[src/rtl/core/dexp_pkg.sv]
// shared types, constants and helpers for the double exp pipeline
`default_nettype none

package dexp_pkg;

  localparam int FmaLat  = 11;
  localparam int RintLat = 2;
  localparam int DataLat = 9 * FmaLat + RintLat;
  localparam int ExpW    = 14;

  typedef logic [63:0] dbl_t;
  typedef logic signed [ExpW-1:0] exp_t;

  localparam dbl_t ZeroBits  = 64'h0000_0000_0000_0000;
  localparam dbl_t OneBits   = 64'h3FF0_0000_0000_0000;
  localparam dbl_t InfBits   = 64'h7FF0_0000_0000_0000;
  localparam dbl_t Log2eBits = $realtobits(1.44269504088896340736);
  localparam dbl_t XmaxBits  = $realtobits(708.39);
  localparam dbl_t Ln2HiBits = $realtobits(0.693145751953125);
  localparam dbl_t Ln2LoBits = $realtobits(1.42860682030941723212e-6);

  localparam dbl_t TaylorBits [12] = '{
    $realtobits(1.0 / 2.0),        $realtobits(1.0 / 6.0),
    $realtobits(1.0 / 24.0),       $realtobits(1.0 / 120.0),
    $realtobits(1.0 / 720.0),      $realtobits(1.0 / 5040.0),
    $realtobits(1.0 / 40320.0),    $realtobits(1.0 / 362880.0),
    $realtobits(1.0 / 3628800.0),  $realtobits(1.0 / 39916800.0),
    $realtobits(1.0 / 479001600.0), $realtobits(1.0 / 6227020800.0)
  };

  // index of the highest set bit, zero when none
  function automatic logic [6:0] top_bit(input logic [127:0] v);
    logic [6:0] t;
    t = '0;
    for (int i = 0; i < 128; i++) begin
      if (v[i]) begin
        t = 7'(i);
      end
    end
    return t;
  endfunction

endpackage

`default_nettype wire

[src/rtl/core/dexp_delay.sv]
// fixed-length register delay line
`default_nettype none

module dexp_delay import dexp_pkg::*; #(
  parameter int Width = 64,
  parameter int Depth = FmaLat
) (
  input  logic             clk_i,
  input  logic [Width-1:0] d_i,
  output logic [Width-1:0] q_o
);

  logic [Width-1:0] pipe_q [Depth];

  always_ff @(posedge clk_i) begin
    pipe_q[0] <= d_i;
    for (int i = 1; i < Depth; i++) begin
      pipe_q[i] <= pipe_q[i-1];
    end
  end

  assign q_o = pipe_q[Depth-1];

endmodule

`default_nettype wire

[config.mk]
export PLATFORM = sky130hd
export DESIGN_NAME = dexp_delay
export DESIGN_NICKNAME = d
export VERILOG_FILES = /design/src/rtl/core/dexp_pkg.sv /design/src/rtl/core/dexp_delay.sv
export SDC_FILE = /design/constraint.sdc
export NUM_CORES = 1
export LEC_CHECK = 0
export ABC_AREA = 1
export ABC_CLOCK_PERIOD_IN_PS = 800
export BUFFER_PORTS_ARGS = -buffer_cell sky130_fd_sc_hd__buf_2
export CORE_MARGIN = 10
export CORE_UTILIZATION = 55
export DETAILED_ROUTE_END_ITERATION = 10
export PLACE_DENSITY = 0.84
export SLEW_MARGIN = 25
export SYNTH_ARGS = -nofsm -noshare
export SYNTH_HDL_FRONTEND = slang
export SYNTH_SLANG_ARGS = --single-unit
[constraint.sdc]
create_clock -name clk_i -period 0.8 [get_ports clk_i]
set_clock_uncertainty 0.05 [all_clocks]
set_input_delay 0.16 -clock clk_i [delete_from_list [all_inputs] [get_ports clk_i]]
set_output_delay 0.16 -clock clk_i [all_outputs]
set_load 0.005 [all_outputs]
# After elaboration in Yosys (flattened, before gate mapping)
# Memories as Yosys holds them, arrays and structs flattened.
# Cells that the tools add are included.
# Widths: inputs -> output; s select.
[totals] ff_bits=0 n_memories=1 elab_cells=1 ramBits=704
[mem_list] memory="pipe_q" depth=11 word_bits=64 read_ports=11 rd_clocked_by_memory_dff=0 write_ports=11 line_no="dexp_delay.sv:13" source="logic [Width-1:0] pipe_q [Depth];"

# Longest topological paths before layout
[depth] depth_word=0 mapped_depth=0 depth_no_buf=0

# Worst setup path after synthesis
# Ideal clock, no wire load.
[synth_path] path_type="reg2out" from="memory pipe_q[10][0]" to="output q_o[0]" slack_ns=0.292 t_required_ns=0.590 stages_incl_launch_ff=1 arrival_ns=0.298 path_cell_list="dfxtp_1"
[synth_rtl] item="start: declaration" line_no="dexp_delay.sv:13"
[synth_rtl] item="end: declaration" line_no="dexp_delay.sv:10" source="output logic [Width-1:0] q_o"

==> results.md <==
- Count of final max-slew check failures: 0
- Met3 GRT Util: under 10%
- Required time of the critical path: 0.59 ns
- RSZ-0062 raised after global routing: true
- Slew of the pin with the lowest slew margin: 0.1731 ns
- Fraction of synthesized area in multiplexers: 0%
- Share of async-settable or async-resettable flops after synthesis: 0%
- Vias post-DR: 5,190
- Failing checks: negative setup slack
- Internal portion of total power: between 50 and 60 mW
- Htree depth: 2
- Worst R2R Path Depth: 0
- Timing-limited maximum frequency: 820.7 MHz
- Critical-path cell with the highest stage delay: sky130_fd_sc_hd__dfxtp_2
- Routability Congestion: 0.6288
- Largest registers: pipe_q (704)
- Total Routed Length: 16.66 mm
- Cell row count: 58
- Instance count after placement with tap cells included: between 1,000 and 1,500
- Met2 usage in global routing: 18.17%
- Vias in the first global route: 5,663
- Net load switching power: 12.52 mW
- Family with the most delay on the worst path: flip-flops
- Maximum number of pins on one net before global-route repair: 18
- Final Cell Area: roughly 18,000 µm²
- Share of synthesized area occupied by flip-flops and latches: 100.0%
- DRC violations left: 0
- Top_reg_cell synth: sky130_fd_sc_hd__dfxtp_1
- Number of multi-input combinational cells in the layout: 0
- Number of iterations in the first detailed-routing pass: 3
- Worst hold path class: input port to flip-flop
- Max-cap check violation count: 0
- Clock Sinks: 704
- Initial drt markers: 165
- Global routing usage summed across all routing layers: under 10%
- Leak Pwr: 7.798 nW
- DIE AREA: 32,430 µm²
- Total area of multi-input combinational cells: 0 µm²
- Launching element type of the critical path: flip-flop
- Largest register FFs: 704
- Clk buf depth: 3
- Sort of element at the end of the critical path: output pin
- Initial Utilization: a little under three fifths
- Die H: roughly 180 µm
- CP Depth: 1
- Post-Syn Area per Cell: 20.02 µm²
- Most common library cells after synthesis: sky130_fd_sc_hd__dfxtp_1 (704)
- Synth area leaders: sky130_fd_sc_hd__dfxtp_1 (100%)
- Complex-gate fraction of the synthesized area: 0%
- Synth Net Count: about 770
- Most numerous cell in the Yosys netlist: sky130_fd_sc_hd__dfxtp_1
- Routed len/inst: 12.46 µm
- Proportion of power drawn by combinational gates: 1.0%
- CTS root buf: sky130_fd_sc_hd__clkbuf_16
- Portion of the clock cycle consumed by the worst path in the final layout: 152.3%
- Global-route wire length before repair: approximately 26 mm
- Xor and xnor fraction of the mapped netlist area: 0%
- Cells after synthesis: 704
- Cell area after placement: roughly 15,000 µm²
- Crit path DAT: a little over 1 ns
- Final antenna-violating net count: 0
- Final setup violation count: 64
- Cell taking the most area after synthesis: sky130_fd_sc_hd__dfxtp_1
- HPWL after detailed placement: ~9.3 mm
- Clock Pin Slew Worst Setup and Hold Paths: 0.07 ns
- Dpl ws: 0.1397 ns
- Antenna violations before repair: 0
- Area of the core: 25,180 µm²
- Worst VDD drop: 2.491 mV
- Total power divided by cell area: 3739 nW/µm²
- Horizontal die dimension: 180.1 µm
- Clk Latency, worst-skew pair: 0.57 ns
- Largest fanout on the critical path: 1
- Number of nets in the final layout: 1,022
- Routing usage on met1: 9.690%
- Count of cells along the worst hold path: 2
- Count of unique library cells instantiated by Yosys: 1
- Number of non-filler instances in the completed layout: 1,337
- Net switching share of the total power: a little under a fifth
- Vias per inst: 3.882
- Sequential cell fraction of total power: 55.4%
- Result of the run: finished with violations
- Max-slew headroom: 88.46%
- Maximum cell stage delay along the critical path: approximately 0.33 ns
- Number of flip-flops and latches in the synthesized netlist: roughly 700
- Hold violation total from the final report: 0
- Minimum period implied by the final worst setup slack: 1.218 ns
- Top-level port count: 129
- Proportion of layout cells with a drive suffix above 1: 26.12%
- Cells traversed along the worst timing path: buf_6
- Min setup slack post-route: -0.4184 ns
- Synth-to-layout area growth: 28.12%
- Part of the total power dissipated in the clock network: 43.6%
- Simple-gate share of the synthesized area: 0%
- Yosys Warn Count: 0
- CTS tree: done
- Post-synthesis instance area: 14,090 µm²
- Port buffer count: 128
- Yosys top cell area share: 100.0%
- Most used routing layer in global routing: met2
- Number of CTS-inserted buffers: just under 60
- Largest register by flop count: pipe_q
- Number of synthesized flops with an enable pin: 0
- Worst Path Buf+Inv: 1
- Grt total ovfl: 0
- Count of antenna diodes in the layout: 0
- Kind of critical path: flip-flop to output pin
- Synthesized-area fraction occupied by adder cells: 0%
[placed cells by master, fill, tap and decap left out, types with 5 or more instances in the layout]
| master | Yosys | layout |
|---|---|---|
| sky130_fd_sc_hd__buf_2 | 0 | 105 |
| sky130_fd_sc_hd__buf_6 | 0 | 23 |
| sky130_fd_sc_hd__bufinv_16 | 0 | 9 |
| sky130_fd_sc_hd__clkbuf_1 | 0 | 5 |
| sky130_fd_sc_hd__clkbuf_16 | 0 | 59 |
| sky130_fd_sc_hd__clkbuf_8 | 0 | 11 |
| sky130_fd_sc_hd__clkinv_2 | 0 | 16 |
| sky130_fd_sc_hd__dfxtp_1 | 704 | 675 |
| sky130_fd_sc_hd__dfxtp_2 | 0 | 29 |
| sky130_fd_sc_hd__dlygate4sd3_1 | 0 | 64 |
| sky130_fd_sc_hd__inv_6 | 0 | 6 |
[metrics by stage]
step           setup TNS (ns)  power (mW)  hold WS [ns]  util (%)
2_1_floorplan               0       37.99        0.1377         -
3_3_place_gp                0       38.38        0.2121     60.15
3_5_place_dp                0       38.54        0.2136     60.15
4_1_cts                -26.89       68.24        0.1461     71.21
5_1_grt                -27.63       69.84        0.1495     71.71
6_report               -24.71       67.52        0.1765     71.71
[power groups by stage]
stage          Sequential (mW)  Clock [mW]  Combinational [mW]
2_1_floorplan             38.0           0                   0
4_1_cts                   37.4        30.2               0.629
3_5_place_dp              38.2           0               0.357
3_3_place_gp              38.0           0               0.346
6_report                  37.4        29.5               0.667
5_1_grt                   37.6        31.6               0.726
[final timing paths]
path                                             start                      to  slack [ns]
worst min register to register   pipe_q[7][35]$_DFF_P_   pipe_q[8][35]$_DFF_P_        0.27
worst max register to register   pipe_q[9][22]$_DFF_P_  pipe_q[10][22]$_DFF_P_        0.32
worst min-delay path                           d_i[34]   pipe_q[0][34]$_DFF_P_        0.18
worst max-delay path            pipe_q[10][13]$_DFF_P_                 q_o[13]       -0.42
[layout make-up]
class | instances | area (µm²)
clock buffer | 75 | 1647
clock inverter | 36 | 442.9
fill | 1471 | 7124
sequential | 704 | 14130
tap | 330 | 412.9
timing repair buffer | 192 | 1425
[repair_timing]
action / in CTS / in global routing
hold endpoints to repair: 64 / 0
resized for setup: 20 / 32
hold buffers: 64 / 0
setup endpoints to repair: 64 / 64
buffers inserted: 0 / 0
[layer usage]
metal	share of wire (%)	vias to the layer above	routed length, µm
li1	-	2682	-
met1	38	2333	6364
met2	53	126	8826
met3	5.8	49	960
met4	3.0	0	505
met5	0	-	0
[cells by family after synthesis]
kind of cell / count (synthesis)
flip-flops: 704
No activity file was read; power rests on OpenSTA's default activity.
