$ cat src/rtl/core/dexp_pkg.sv
// shared types, constants and helpers for the double exp pipeline
`default_nettype none

package dexp_pkg;

  localparam int FmaLat  = 11;
  localparam int RintLat = 2;
  localparam int DataLat = 9 * FmaLat + RintLat;
  localparam int ExpW    = 14;

  typedef logic [63:0] dbl_t;
  typedef logic signed [ExpW-1:0] exp_t;

  localparam dbl_t ZeroBits  = 64'h0000_0000_0000_0000;
  localparam dbl_t OneBits   = 64'h3FF0_0000_0000_0000;
  localparam dbl_t InfBits   = 64'h7FF0_0000_0000_0000;
  localparam dbl_t Log2eBits = $realtobits(1.44269504088896340736);
  localparam dbl_t XmaxBits  = $realtobits(708.39);
  localparam dbl_t Ln2HiBits = $realtobits(0.693145751953125);
  localparam dbl_t Ln2LoBits = $realtobits(1.42860682030941723212e-6);

  localparam dbl_t TaylorBits [12] = '{
    $realtobits(1.0 / 2.0),        $realtobits(1.0 / 6.0),
    $realtobits(1.0 / 24.0),       $realtobits(1.0 / 120.0),
    $realtobits(1.0 / 720.0),      $realtobits(1.0 / 5040.0),
    $realtobits(1.0 / 40320.0),    $realtobits(1.0 / 362880.0),
    $realtobits(1.0 / 3628800.0),  $realtobits(1.0 / 39916800.0),
    $realtobits(1.0 / 479001600.0), $realtobits(1.0 / 6227020800.0)
  };

  // index of the highest set bit, zero when none
  function automatic logic [6:0] top_bit(input logic [127:0] v);
    logic [6:0] t;
    t = '0;
    for (int i = 0; i < 128; i++) begin
      if (v[i]) begin
        t = 7'(i);
      end
    end
    return t;
  endfunction

endpackage

`default_nettype wire

$ cat src/rtl/core/dexp_rint.sv
// round to nearest even integer, builds -r and the 2^r scale
`default_nettype none

module dexp_rint import dexp_pkg::*; (
  input  logic clk_i,
  input  dbl_t v_i,
  output dbl_t neg_r_o,
  output dbl_t scale_o
);

  logic [10:0] xv;
  logic [52:0] m;
  logic [5:0]  sh;
  logic [52:0] q;
  logic        half, below;
  logic [10:0] mag_d;
  logic [10:0] mag_q;
  logic        neg_q;
  logic [6:0]  tm;
  logic [52:0] fw;
  dbl_t        nr_d;
  logic [10:0] se_d;
  dbl_t        nr_q, scl_q;

  always_comb begin
    xv    = v_i[62:52];
    m     = {|xv, v_i[51:0]};
    sh    = 6'(11'd1075 - xv);
    q     = m >> sh;
    half  = m[6'(sh - 6'd1)];
    below = |(m & ((53'd1 << (sh - 6'd1)) - 53'd1));
    if (xv < 11'd1022) begin
      mag_d = '0;
    end else if (xv >= 11'd1075) begin
      mag_d = m[10:0];
    end else begin
      mag_d = q[10:0] + 11'(half & (below | q[0]));
    end
  end

  always_comb begin
    tm = top_bit({117'b0, mag_q});
    fw = {42'b0, mag_q} << (7'd52 - tm);
    if (mag_q == '0) begin
      nr_d = {1'b1, 63'b0};
    end else begin
      nr_d = {~neg_q, 11'(11'd1023 + 11'(tm)), fw[51:0]};
    end
    se_d = neg_q ? (11'd1023 - mag_q) : (11'd1023 + mag_q);
  end

  always_ff @(posedge clk_i) begin
    mag_q <= mag_d;
    neg_q <= v_i[63];
    nr_q  <= nr_d;
    scl_q <= {1'b0, se_d, 52'b0};
  end

  assign neg_r_o = nr_q;
  assign scale_o = scl_q;

endmodule

`default_nettype wire

$ cat config.mk
export PLATFORM = sky130hd
export DESIGN_NAME = dexp_rint
export DESIGN_NICKNAME = d
export VERILOG_FILES = /design/src/rtl/core/dexp_pkg.sv /design/src/rtl/core/dexp_rint.sv
export SDC_FILE = /design/constraint.sdc
export NUM_CORES = 1
export LEC_CHECK = 0
export BUFFER_PORTS_ARGS = -buffer_cell sky130_fd_sc_hd__buf_2
export CORE_UTILIZATION = 28
export CTS_CLUSTER_DIAMETER = 150
export DETAILED_ROUTE_END_ITERATION = 12
export PLACE_DENSITY = 0.51
export SYNTH_ARGS = -nofsm -noshare
export SYNTH_HDL_FRONTEND = slang
export SYNTH_SLANG_ARGS = --single-unit
$ cat constraint.sdc
create_clock -name clk_i -period 5.7 [get_ports clk_i]
set_input_delay 1.14 -clock clk_i [delete_from_list [all_inputs] [get_ports clk_i]]
set_output_delay 1.14 -clock clk_i [all_outputs]
set_load 0.005 [all_outputs]
Yosys cells after proc, flatten, opt, wreduce, memory -nomap -nowiden
Index checks and enable logic that the tools add are counted.
Operators by class
  $add $sub $neg: 8
  multiply operators: 0
  div/mod/pow operators: 0
  magnitude comparators: 3
  eq/ne operators: 0
  shift operators: 3
  multiplexer cells: 14
  bitwise logic cells: 4
  reductions and logical operators: 3
Operator list (number)
  $mux W7: 9
  $and A53 B53 Y53: 1
  $reduce_or A53 Y1: 1
  $shl A1 B6 Y53 const A: 1
  $shr A53 B6 Y11: 1
  $sub A53 B1 Y53 const B: 1
  $shl A11 B7 Y52: 1
  $mux W11: 2
  $add A10 B11 Y11 const A: 1
  $add A10 B7 Y11 const A: 1
  $add A11 B1 Y11: 1
  $ge A11 B11 Y1 const B: 1
  $logic_not A11 Y1: 1
  $lt A11 B10 Y1 const B: 1
  $reduce_or A11 Y1: 1
  $sub A10 B11 Y11 const A: 1
  $lt A6 B7 Y1 const B: 1
  $sub A6 B7 Y7 const A: 1
  $bmux W1 S6: 1
  $sub A6 B1 Y6 const B: 1
  $sub A6 B6 Y6 const A: 1
  $mux W1: 2
  $and A1 B1 Y1: 1
  $not A1 Y1: 1
  $or A1 B1 Y1: 1
Word-level totals
  register bits: 87
  latch bits: 0
  bits in writable memories: 0
  ROM bits: 0
  bits of input ports: 65
  output and inout bits: 128
  memories: 0

Depth between registers and ports, before layout
  word-level depth: 12
  mapped depth: 21

Worst setup path before layout
Ideal clock, no wire load.
  path type: input to register
  from: input port v_i[54]
  to: register mag_q[0]
  setup time: 125 ps
  arrival time: 5236 ps
  path slack: 339 ps
  stages on the path: 21
  path through: buf_4 inv_1 buf_2 clkbuf_1 ha_1 xor2_1 or3_4 xnor2_2 buf_2 nand3_1 ha_1 clkbuf_1 inv_1 a31oi_1 nor3b_1 a41oi_1 o311ai_0 nor4b_1 nand4_1 nor4_2 a31oi_1
Between the ends
  cells in the longest elaborated chain, start to end: 10
Ends and longest elaborated chain
  from (decl): RTL line dexp_rint.sv:6  | input dbl_t v_i,
  $sub A6 B6 Y6: RTL line dexp_rint.sv:28  | sh = 6'(11'd1075 - xv);
  $sub A6 B1 Y6: RTL line dexp_rint.sv:30, dexp_rint.sv:31
  $shl A1 B6 Y53: RTL line dexp_rint.sv:31  | below = |(m & ((53'd1 << (sh - 6'd1)) - 53'd1));
  $sub A53 B1 Y53: RTL line dexp_rint.sv:31
  $and A53 B53 Y53: RTL line dexp_rint.sv:31
  $reduce_or A53 Y1: RTL line dexp_rint.sv:31
  $or A1 B1 Y1: RTL line dexp_rint.sv:37  | mag_d = q[10:0] + 11'(half & (below | q[0]));
  $and A1 B1 Y1: RTL line dexp_rint.sv:37
  $add A11 B1 Y11: RTL line dexp_rint.sv:37
  $mux W11: RTL line dexp_rint.sv:34  | end else if (xv >= 11'd1075) begin
  to (signal assigned): RTL line dexp_rint.sv:53  | mag_q <= mag_d;
  to (decl): RTL line dexp_rint.sv:17  | logic [10:0] mag_q;
Several ways; a longest one is shown, not always the timed one. The select of a mux whose other input is x is not followed.
A chain may end at the register's enable or synchronous reset.

Worst setup path in the final report
  from: input port v_i[53]
  to: register mag_q[0]
The elaborated chain is that of the path after synthesis.

==> impl_metrics.csv <==
group,metric,value,unit
detailed_routing,vias_per_cell,5.755,
clocking,worst_skew_pair.late_latency,290,ps
detailed_routing,drc,0,
clocking,cts_tree,"built",
die,num_rows,60,
detailed_routing,drt_pass1_iterations,8,
logic_synthesis,synth_seq_area_share,13.27,%
clocking,root_buffer,"clkbuf_16",
final_layout,diodes,0,
die,die-area,28700,µm²
timing,fin_ws,684.6,ps
global_route,first_global_vias,7347,
die,initial_utilization,28.79,%
pwr,powerDensity,224.4,nW/µm²
logic_synthesis,synth_top_area_share,23.82,%
timing,fin_crit_sh,87.99,%
logic_synthesis,avgSynthCellArea,8.622,µm²
pwr,p_leak,3.464,nW
logic_synthesis,yosysTopAreaCell,"mux4_2",
setup_path,cp.arrival,5180,ps
logic_synthesis,synth-main-ff-cell,"dfxtp_1",
final_layout,syn_to_final_growth,10.89,%
setup_path,max_stage_delay,450,ps
setup_path,startpoint_type,"primary input",
clocking,cts.sinks,52,
logic_synthesis,postSynth.asyncResetShare,0,%
timing,maxSlewHeadroom,19.06,%
final_layout,layout.nets,1077,
setup_path,critical-path-slowest-cell,"ha_1",
setup_path,cp_cell_sequence,"buf_2, ha_1, ha_1, nand2_1, nor2_1, nand3_1, ha_1, buf_4, inv_1, a31oi_1, nor3b_1, a41oi_1, o311ai_0, nor4b_1, nand4_1, nor4_2, a31oi_1",
die,ios,193,
global_route,grt_max_degree,54,
detailed_routing,first_iter_violations,862,
timing,setup-violations-final,0,
final_layout,utilization,31.93,%
die,die_height,169.4,µm
logic_synthesis,synth_edf_count,0,
global_route,grt_usage,21.09,%
min_path,min_path_type,"register to register",
timing,finalCriticalPeriod,5015,ps
die,core_area,27250,µm²
logic_synthesis,synthTopCellsByArea,"mux4_2 24%, dfxtp_1 13%, buf_4 9.3%",
logic_synthesis,netlist_area,7846,µm²
timing,fin_hold_ws,565.6,ps
clocking,ctsResizeCount,0,
logic_synthesis,synthCells,910,
detailed_routing,wl,30810,µm
logic_synthesis,yosys_warnings,0,
timing,report.final.slew_viol_count,0,
final_layout,drive_above_1_share,26.97,%
global_route,grt_pass1_wl,45920,µm
logic_synthesis,synth_cell_types,77,
clocking,hold_buffers,0,
timing,finalHoldViolations,0,
setup_path,required,5870,ps
clocking,h-tree-depth,2,
timing,skew,6.645,ps
outcome,status,"finished clean",
pwr,irDropWorstVdd,143.7,µV
clocking,cts-buffers-inserted,5,
die,die_w,169.4,µm
global_route,grt_antenna_before_repair,0,
setup_path,path_class,"primary input to register",
logic_synthesis,ys_ff_latch,52,
global_route,gr-total-overflow,0,
setup_path,crit_fanout,17,
timing,tns,0,ps
place,portBuffers,107,
clocking,cts_setup_buffers,0,
timing,fmax,199.4,MHz
place,place_congestion,1.025,
timing,rsz0062_at_grt,"no",
flow_run,max_cap_viol_count,0,
setup_path,cp-end-kind,"register",
detailed_routing,antenna_left,0,
detailed_routing,wl_per_cell,22.44,µm
pwr,p_total,1.953,mW
place,dp_slack,492.6,ps
clocking,cts.clk_slew.worst_paths,70,ps
timing,tightestPinTransition,1205,ps
setup_path,cpMostUsedCell,"ha_1",
clocking,cts_buffer_depth,2,
detailed_routing,dr_total_vias,7902,
place,dp_hpwl,24080,µm
==> critical path: cells and delay by family <==
kind                       cells  cell delay, ps
and+or+nand+nor                7            1340
adders and majority gates      3            1150
AOI/OAI and AO/OA              4             820
buffers and inverters          3             720
==> routing by layer <==
metal	wire length [µm]	GRT usage, %	vias up
met5	0	0	-
met4	1504	10.07	0
met3	2434	2.099	90
met2	14490	35.02	460
met1	12380	27.45	3880
li1	-	-	3472
==> Yosys cell counts, drive strengths merged, types with 5 or more instances <==
cell type,count
buf,116
dfxtp,52
xor2,13
o31ai,9
nand3,23
o22ai,8
nand4,10
nor4,11
nand2b,11
a21oi,48
o211ai,8
ha,12
and3,8
and2,12
inv,19
a22oi,5
a31oi,17
a221oi,5
or3,8
a211oi,14
mux2i,33
mux4,83
nor2,88
nor3b,6
nor3,19
clkbuf,36
o21ai,44
xnor2,27
mux2,9
nand2,78
nor2b,7
==> power by group <==
group / internal [mW] / total (mW) / switching [mW]
Combinational: 0.475 / 1.16 / 0.688
Sequential: 0.441 / 0.479 / 0.0383
Clock: 0.167 / 0.310 / 0.143
Total: 1.08 / 1.95 / 0.870
==> sequential cells by signal, indices dropped and copies added, names as in the netlist <==
signal,count
mag_q,11
neg_r_o,29
scale_o,11
neg_q,1
==> through the flow <==
step	std cells	cell area, µm²
after global placement	1365	8548
after CTS	1373	8701
final	1373	8701
after global routing	1373	8701
after detailed placement	1365	8548
after floorplan	998	8177
==> cell families after synthesis <==
group                      synth area share (%)
xor gates and xnor gates                  5.135
adders and majority gates                 1.914
buffers and inverters                     13.14
muxes                                     29.33
DFF                                       13.27
and+or+nand+nor                           19.04
AOI/OAI and AO/OA                         18.13
other                                   0.04779
==> worst paths after layout <==
check | slack (ps) | end | startpoint | cells after the start
hold / removal | 570 | scale_o[55]$_DFF_P_ | mag_q[3]$_SDFF_PN0_ | 1
hold reg to reg | 570 | scale_o[55]$_DFF_P_ | mag_q[3]$_SDFF_PN0_ | 1
setup reg to reg | 2450 | neg_r_o[41]$_SDFF_PP0_ | mag_q[2]$_SDFF_PN0_ | 10
setup / recovery | 680 | mag_q[0]$_SDFF_PN0_ | v_i[53] | 17
==> cell type report <==
| cell class | instances | area (µm²) |
|---|---|---|
| clock inverter | 3 | 27.53 |
| tap | 372 | 465.4 |
| inverter | 19 | 71.32 |
| fill | 2945 | 18550 |
| clock buffer | 5 | 125.1 |
| multi-input combinational | 775 | 6120 |
| timing repair buffer | 147 | 850.8 |
| sequential | 52 | 1041 |
==> placed cells by master, fill, tap and decap left out, types with 10 or more instances in the layout <==
cell type and n:
conb_1 89, mux2i_1 33, and2_1 12, nand4_1 10, a31oi_1 17, nor2_1 88, a21oi_1 48, nand2b_1 11
xor2_1 12, o21ai_0 42, ha_1 12, buf_4 40, a211oi_1 13, nand2_1 78, nand3_1 23, nor3_1 16
mux4_2 83, inv_1 19, dfxtp_1 52, buf_2 106, xnor2_1 22
Power figures use the tool's default switching activity.
